File: src/rtl/core/sdt_pkg.sv
package sdt_pkg;

	// Width of the request and result fields on the ports.
	localparam int DATA_W = 64;

	// Default operand width of the divider core.
	localparam int WIDTH_DEFAULT = 64;

	typedef struct packed {
		logic [DATA_W-1:0] dividend;
		logic [DATA_W-1:0] divisor;
	} sdt_req_t;

	typedef struct packed {
		logic [DATA_W-1:0] quotient;
		logic [DATA_W-1:0] remainder;
	} sdt_res_t;

	// Control that travels down the pipeline next to the operands.
	typedef struct packed {
		logic valid;
		logic neg_q;
		logic neg_r;
	} sdt_ctl_t;

endpackage

File: src/rtl/core/sdt_step.sv
module sdt_step #(
	parameter int WIDTH = sdt_pkg::WIDTH_DEFAULT
) (
	input  logic              clk,
	input  logic              arst_n,
	input  sdt_pkg::sdt_ctl_t prev_ctl,
	input  logic [WIDTH-1:0]  prev_rem,
	input  logic [WIDTH-1:0]  prev_nq,
	input  logic [WIDTH-1:0]  prev_den,
	output sdt_pkg::sdt_ctl_t ctl,
	output logic [WIDTH-1:0]  rem,
	output logic [WIDTH-1:0]  nq,
	output logic [WIDTH-1:0]  den
);

	sdt_pkg::sdt_ctl_t ctl_s1;
	logic [WIDTH-1:0]  rem_s1;
	logic [WIDTH-1:0]  nq_s1;
	logic [WIDTH-1:0]  den_s1;

	logic [WIDTH-1:0]  shifted;
	logic [WIDTH:0]    diff;
	logic              fits;

	// The partial remainder stays below a nonzero divisor and holds no more than
	// the bits shifted in so far, so its top bit is always clear and the shift
	// loses nothing. Dividend bits leave nq at the top, quotient bits enter below.
	assign shifted = {prev_rem[WIDTH-2:0], prev_nq[WIDTH-1]};
	assign diff    = {1'b0, shifted} - {1'b0, prev_den};
	assign fits    = ~diff[WIDTH];

	always_ff @(posedge clk or negedge arst_n) begin
		if (!arst_n) begin
			ctl_s1 <= '0;
		end else begin
			ctl_s1 <= prev_ctl;
		end
	end

	always_ff @(posedge clk) begin
		rem_s1 <= fits ? diff[WIDTH-1:0] : shifted;
		nq_s1  <= {prev_nq[WIDTH-2:0], fits};
		den_s1 <= prev_den;
	end

	assign ctl = ctl_s1;
	assign rem = rem_s1;
	assign nq  = nq_s1;
	assign den = den_s1;

endmodule

File: config.mk
export PLATFORM = sky130hd
export DESIGN_NAME = sdt_step
export DESIGN_NICKNAME = d
export VERILOG_FILES = /design/src/rtl/core/sdt_pkg.sv /design/src/rtl/core/sdt_step.sv
export SDC_FILE = /design/constraint.sdc
export NUM_CORES = 1
export LEC_CHECK = 0
export ABC_CLOCK_PERIOD_IN_PS = 800
export BUFFER_PORTS_ARGS = -buffer_cell sky130_fd_sc_hd__buf_2
export CORE_AREA = 2 2 150 152
export DETAILED_ROUTE_END_ITERATION = 10
export DIE_AREA = 0 0 152 154
export GPL_ROUTABILITY_DRIVEN = 0
export GPL_TIMING_DRIVEN = 0
export PLACE_DENSITY = 0.73
export SYNTH_ARGS = -nofsm -noshare
export SYNTH_HDL_FRONTEND = slang
export SYNTH_SLANG_ARGS = --single-unit
File: constraint.sdc
create_clock -name clk -period 0.8 [get_ports clk]
set_input_delay 0.04 -clock clk [delete_from_list [all_inputs] [get_ports clk]]
set_output_delay 0.04 -clock clk [all_outputs]
set_load 0.1 [all_outputs]
== Word level (Yosys, flattened, before mapping) ==
Index checks and enable logic that the tools add are counted.

* Word-level logic and storage cells: 9
* Flip-flop bits (word level): 195
* Output and inout port bits: 195
* Input port bits: 197

* Bitwise operators: 1
* Add/subtract/negate cells: 1
* Mux-type cells: 1

{| class="wikitable"
|+ Operators with widths
! cell !! number
|-
| 64-bit by 64-bit subtractor with 65-bit output || 1
|-
| 64-bit two-way mux || 1
|-
| 1-bit inverter || 1
|}

== Logic depth before layout (Yosys ltp) ==
* Depth after elaboration: 2
* Mapped depth: 14
* Mapped depth without buffers: 13

== Worst setup path after synthesis ==
No wires, ideal clock.

* Kind: input port to flip-flop
* From: in prev_nq[63]
* To: reg rem_s1[58], in the netlist rem[58]
* Required time: 699 ps
* Library setup time: 101 ps
* Arrival time: 2573 ps
* Slack: -1874 ps
* Buffers on the path: 0
* Stages: 13
* Cell sequence: inv_1 -> ha_1 -> fa_1 -> nand2b_1 -> a21oi_1 -> o21ai_2 -> a2111oi_0 -> nor3_2 -> a21oi_2 -> a211oi_2 -> o31a_1 -> mux2i_1 -> o41ai_1

* Longest elaborated chain between the ends: 2

{| class="wikitable"
|+ RTL lines
! what !! line !! source
|-
| from (decl) || sdt_step.sv:8 || <nowiki>input logic [WIDTH-1:0] prev_nq,</nowiki>
|-
| 64-bit by 64-bit subtractor with 65-bit output || sdt_step.sv:29 || <nowiki>assign diff = {1'b0, shifted} - {1'b0, prev_den};</nowiki>
|-
| 64-bit two-way mux || sdt_step.sv:41 || <nowiki>rem_s1 <= fits ? diff[WIDTH-1:0] : shifted;</nowiki>
|-
| to (signal assigned) || sdt_step.sv:41 ||
|-
| to (decl) || sdt_step.sv:17 || <nowiki>logic [WIDTH-1:0] rem_s1;</nowiki>
|}

Every way passes these cells.

== Worst setup path in the final report ==
* From: in prev_den[10]
* To: reg rem_s1[58], in the netlist rem[58]

* Longest elaborated chain between the ends: 2

{| class="wikitable"
|+ RTL lines
! what !! line !! source
|-
| from (decl) || sdt_step.sv:9 || <nowiki>input logic [WIDTH-1:0] prev_den,</nowiki>
|-
| 64-bit by 64-bit subtractor with 65-bit output || sdt_step.sv:29 ||
|-
| 64-bit two-way mux || sdt_step.sv:41 ||
|}

Every way passes these cells.

==> results by stage <==
Synth:
- Among all cell types in the netlist, the one instantiated most often is sky130_fd_sc_hd__dfxtp_1.
- The dominant cell type by area after synthesis is sky130_fd_sc_hd__dfxtp_1.
- The mean post-synth cell area is 8.81 um2.
- Counting instances in the post-synthesis netlist gives the leading cell types as sky130_fd_sc_hd__dfxtp_1, sky130_fd_sc_hd__nand2_1, sky130_fd_sc_hd__o21ai_0.
- In this run the cell area of the synthesized design comes to 8750 um2.
- The total of warnings raised by yosys is 0.
- Sorting the synthesized cells by area gives the leading types as sky130_fd_sc_hd__dfxtp_1, sky130_fd_sc_hd__ha_1, sky130_fd_sc_hd__o21ai_0.
- For this run, the leading register cell type out of synthesis is sky130_fd_sc_hd__dfxtp_1.
- The gate count of the mapped netlist is between 900 and 1000.
- Of all flip-flops after synthesis, the portion carrying an async set or reset was 1.54%.
- The share of the yosys chip area belonging to registers is between 40% and 50%.
- The area share of the largest cell type after synthesis is 43.9%.
- The netlist uses 61 different library cells.
- The number of nets in the synthesized netlist is 1255.
- The number of enable-type register cells in the synthesized netlist is 0.
- The number of register bits inferred by synthesis is roughly 200.

Final layout:
- The number of standard cells in the final layout excluding fillers is 1919.
- The number of nets at the end of the flow is 1882.
- From synthesis to final layout, the design area changed by 75.8%.
- The area of all sequential standard cells is around 4200 um2.
- The area of the multi-input gates is 4860 um2.
- The count of filler cells inserted in the layout is about 1600.
- The post-route netlist has 47.5% of its cells at a drive strength greater than 1.

Clocking:
- In this run, CTS created clock tree buffers numbering 17.
- The maximum buffer depth of the clock tree is 2.
- TritonCTS built the clock tree.
- After clock tree synthesis, the clock-pin slew on the worst setup and hold paths is 80 ps.
- The cell sitting at the root of the clock tree is a sky130_fd_sc_hd__clkbuf_16.
- The clock net sink count is 195.
- The number of levels in the clock H-tree is 4.

Setup path:
- The startpoint-to-endpoint class of the critical path is input port to flop.
- In this design, the critical path's most frequently occurring cell is sky130_fd_sc_hd__o31a_1.
- Along the worst path, the maximum fanout reaches 8.
- STA classifies the critical path endpoint as a flop.
- The worst setup path is launched from an input port.
- The buffering stage count on the worst path with inverters included is 3.
- The required time reported for the critical path endpoint is 1130 ps.
- Walking the worst path, the cells encountered are buf_2 > inv_1 > ha_1 > buf_6 > o21a_1 > nor3_1 > o31a_1 > a2111oi_4 > nor3_2 > a21oi_2 > a211oi_2 > o31a_1 > mux2i_1 > o41ai_1.
- The slowest stage of the critical path belongs to the cell sky130_fd_sc_hd__a2111oi_4.
- The kind of cell with the highest combined delay along the critical path is compound AO/OA/AOI/OAI gates.
- In this design, the stage delay of the slowest critical-path cell is 350 ps.
- The arrival time at the worst endpoint is 2660 ps.

STA:
- Static timing analysis puts the maximum clock frequency at 0.429 GHz.
- The measured slew at the worst slew-check pin is 714 ps.
- The worst hold margin is -280 ps.
- The max-slew violation total from the final report is 0.
- The final-report setup violation count is between 200 and 300.
- The post-route fraction of the period consumed by the critical path is 291%.
- The time the worst path needs with I/O delays and setup is 2330 ps.
- The least setup slack across all paths after layout is -1530 ps.
- In this run the tightest slew margin relative to its limit is 51.9%.
- The hold violation count in the final report is 2.
- Setup repair after global routing could not meet its margin everywhere.

Placed design:
- In this run the tool buffered the top-level ports with 390 buffer cells.
- Timing analysis after detailed placement gives a worst setup slack of -2460 ps.
- The placed wire-length estimate after detailed placement is 22500 um.
- In this run, placement finished with an instance count of 1663.

Floorplan:
- The number of standard-cell rows in the floorplan is 54.
- The floorplan step set the die width to around 150 um.
- The overall die area is ~23000 um2.
- The I/O pin total is about 400.
- The chip height is 154 um.
- The initial utilization of the core area, before any placement, comes to 40.3%.
- The area of the core is approximately 22000 um2.

Global routing:
- The initial antenna violation count came to 7.
- The overall global routing resource usage is 26.1%.
- The via count of the first global-routing pass is 9636.
- The global-route wire length before repair is 49100 um.
- The sum of overflow across all layers after global routing is 0.
- Entering global routing, the biggest net connects 22 pins.

Routing:
- The average wire per cell in the routed design is about 18 um.
- After detailed routing, the total wire length is 34200 um.
- The DRC marker count from the first detailed-route iteration is 500.
- The DRC violations left is 0.
- The pre-antenna-repair detailed-routing pass consisted of 5 iterations.
- The residual antenna-violating net count after detailed routing is 0.
- The detailed router placed 9817 vias in this run.
- Dividing the detail-routed via count by the number of cells gives 5.12.

Pwr:
- IR analysis of the VDD net gives a maximum drop of 1.64 mV.
- The leakage power of the design is ~7 nW.
- Power spread over the standard cell area amounts to 2330 nW/um2.
- The total power after layout is 35.8 mW.

Min path:
- The min-delay analysis places its worst path in the category input port to flop.

Status:
- The run finished, with violations left.
- The final reports fail on hold timing, setup timing.

Flow run:
- The max-cap violation count is 0.
## through the flow
step	util, %	TNS, ps	area, um2
6_report	70.9	-164920	15400
5_1_grt	70.9	-177240	15400
4_1_cts	67.4	-169750	14600
3_5_place_dp	52.8	-153440	11400
3_3_place_gp	52.8	-153350	11400
2_1_floorplan	-	-99200	9150
## what timing repair did
item,in CTS,in global routing
pin swaps,16,20
endpoints found under the setup margin,260,260
gates cloned,0,4
hold buffers,192,2
resized for setup,142,186
setup buffers,10,13
hold endpoints to repair,197,4
## registers in the layout, summed over array words and instances (netlist names)
name	flops
den	64
ctl	3
rem	64
nq	64
## final cells by class
type	count	share of cell area (%)
Tap cell	280	2.28
Inverter	88	2.29
Multi-Input combinational cell	678	31.6
Clock buffer	18	2.86
Buffer	29	1.86
Clock inverter	14	1.16
Antenna cell	6	0.0976
Timing Repair Buffer	611	30.8
Sequential cell	195	27.1
## worst paths after layout
kind | slack [ps] | end | depth (start not counted) | start
setup / recovery | -1530 | rem[58] | 14 | prev_den[10]
hold / removal | -280 | den[0] | 1 | prev_den[0]
max in group asynchronous | 160 | ctl[1] | 3 | arst_n
min in group asynchronous | 470 | ctl[0] | 3 | arst_n
## routing by layer
layer | global-route usage [%] | wire [um]
met1 | 28.1 | 12900
met2 | 48.7 | 17700
met3 | 4.62 | 1890
met4 | 13.6 | 1670
met5 | 0 | 18
## cell usage in the layout (no fill, tap or decap), types with 25 or more instances in the layout
| cell type | netlist | final |
|---|---|---|
| sky130_fd_sc_hd__a21o_1 | 30 | 30 |
| sky130_fd_sc_hd__a21oi_1 | 89 | 76 |
| sky130_fd_sc_hd__buf_12 | 0 | 35 |
| sky130_fd_sc_hd__buf_2 | 16 | 353 |
| sky130_fd_sc_hd__buf_4 | 0 | 25 |
| sky130_fd_sc_hd__dfxtp_2 | 0 | 190 |
| sky130_fd_sc_hd__dlygate4sd3_1 | 0 | 194 |
| sky130_fd_sc_hd__ha_1 | 64 | 49 |
| sky130_fd_sc_hd__inv_1 | 88 | 82 |
| sky130_fd_sc_hd__nand2_1 | 119 | 103 |
| sky130_fd_sc_hd__nor2_1 | 43 | 40 |
| sky130_fd_sc_hd__o21ai_0 | 100 | 51 |
| sky130_fd_sc_hd__o21ai_1 | 3 | 37 |
| sky130_fd_sc_hd__xnor2_1 | 33 | 33 |
## cell families after synthesis
kind of cell	count (synthesis)	synth area share, %
compound gates	303	21.1
xor+xnor	56	5.61
fa+ha+maj	65	9.38
buf+inv	120	5.48
flops	195	44.8
mux	4	0.501
simple gates	250	13.1
## where the power goes
group | internal, mW | total, mW | switching [mW]
Clock | 4.39 | 9.01 | 4.62
Sequential | 10.8 | 11.2 | 0.340
Combinational | 4.51 | 15.6 | 11.1
(Power assumes the default switching activity.)
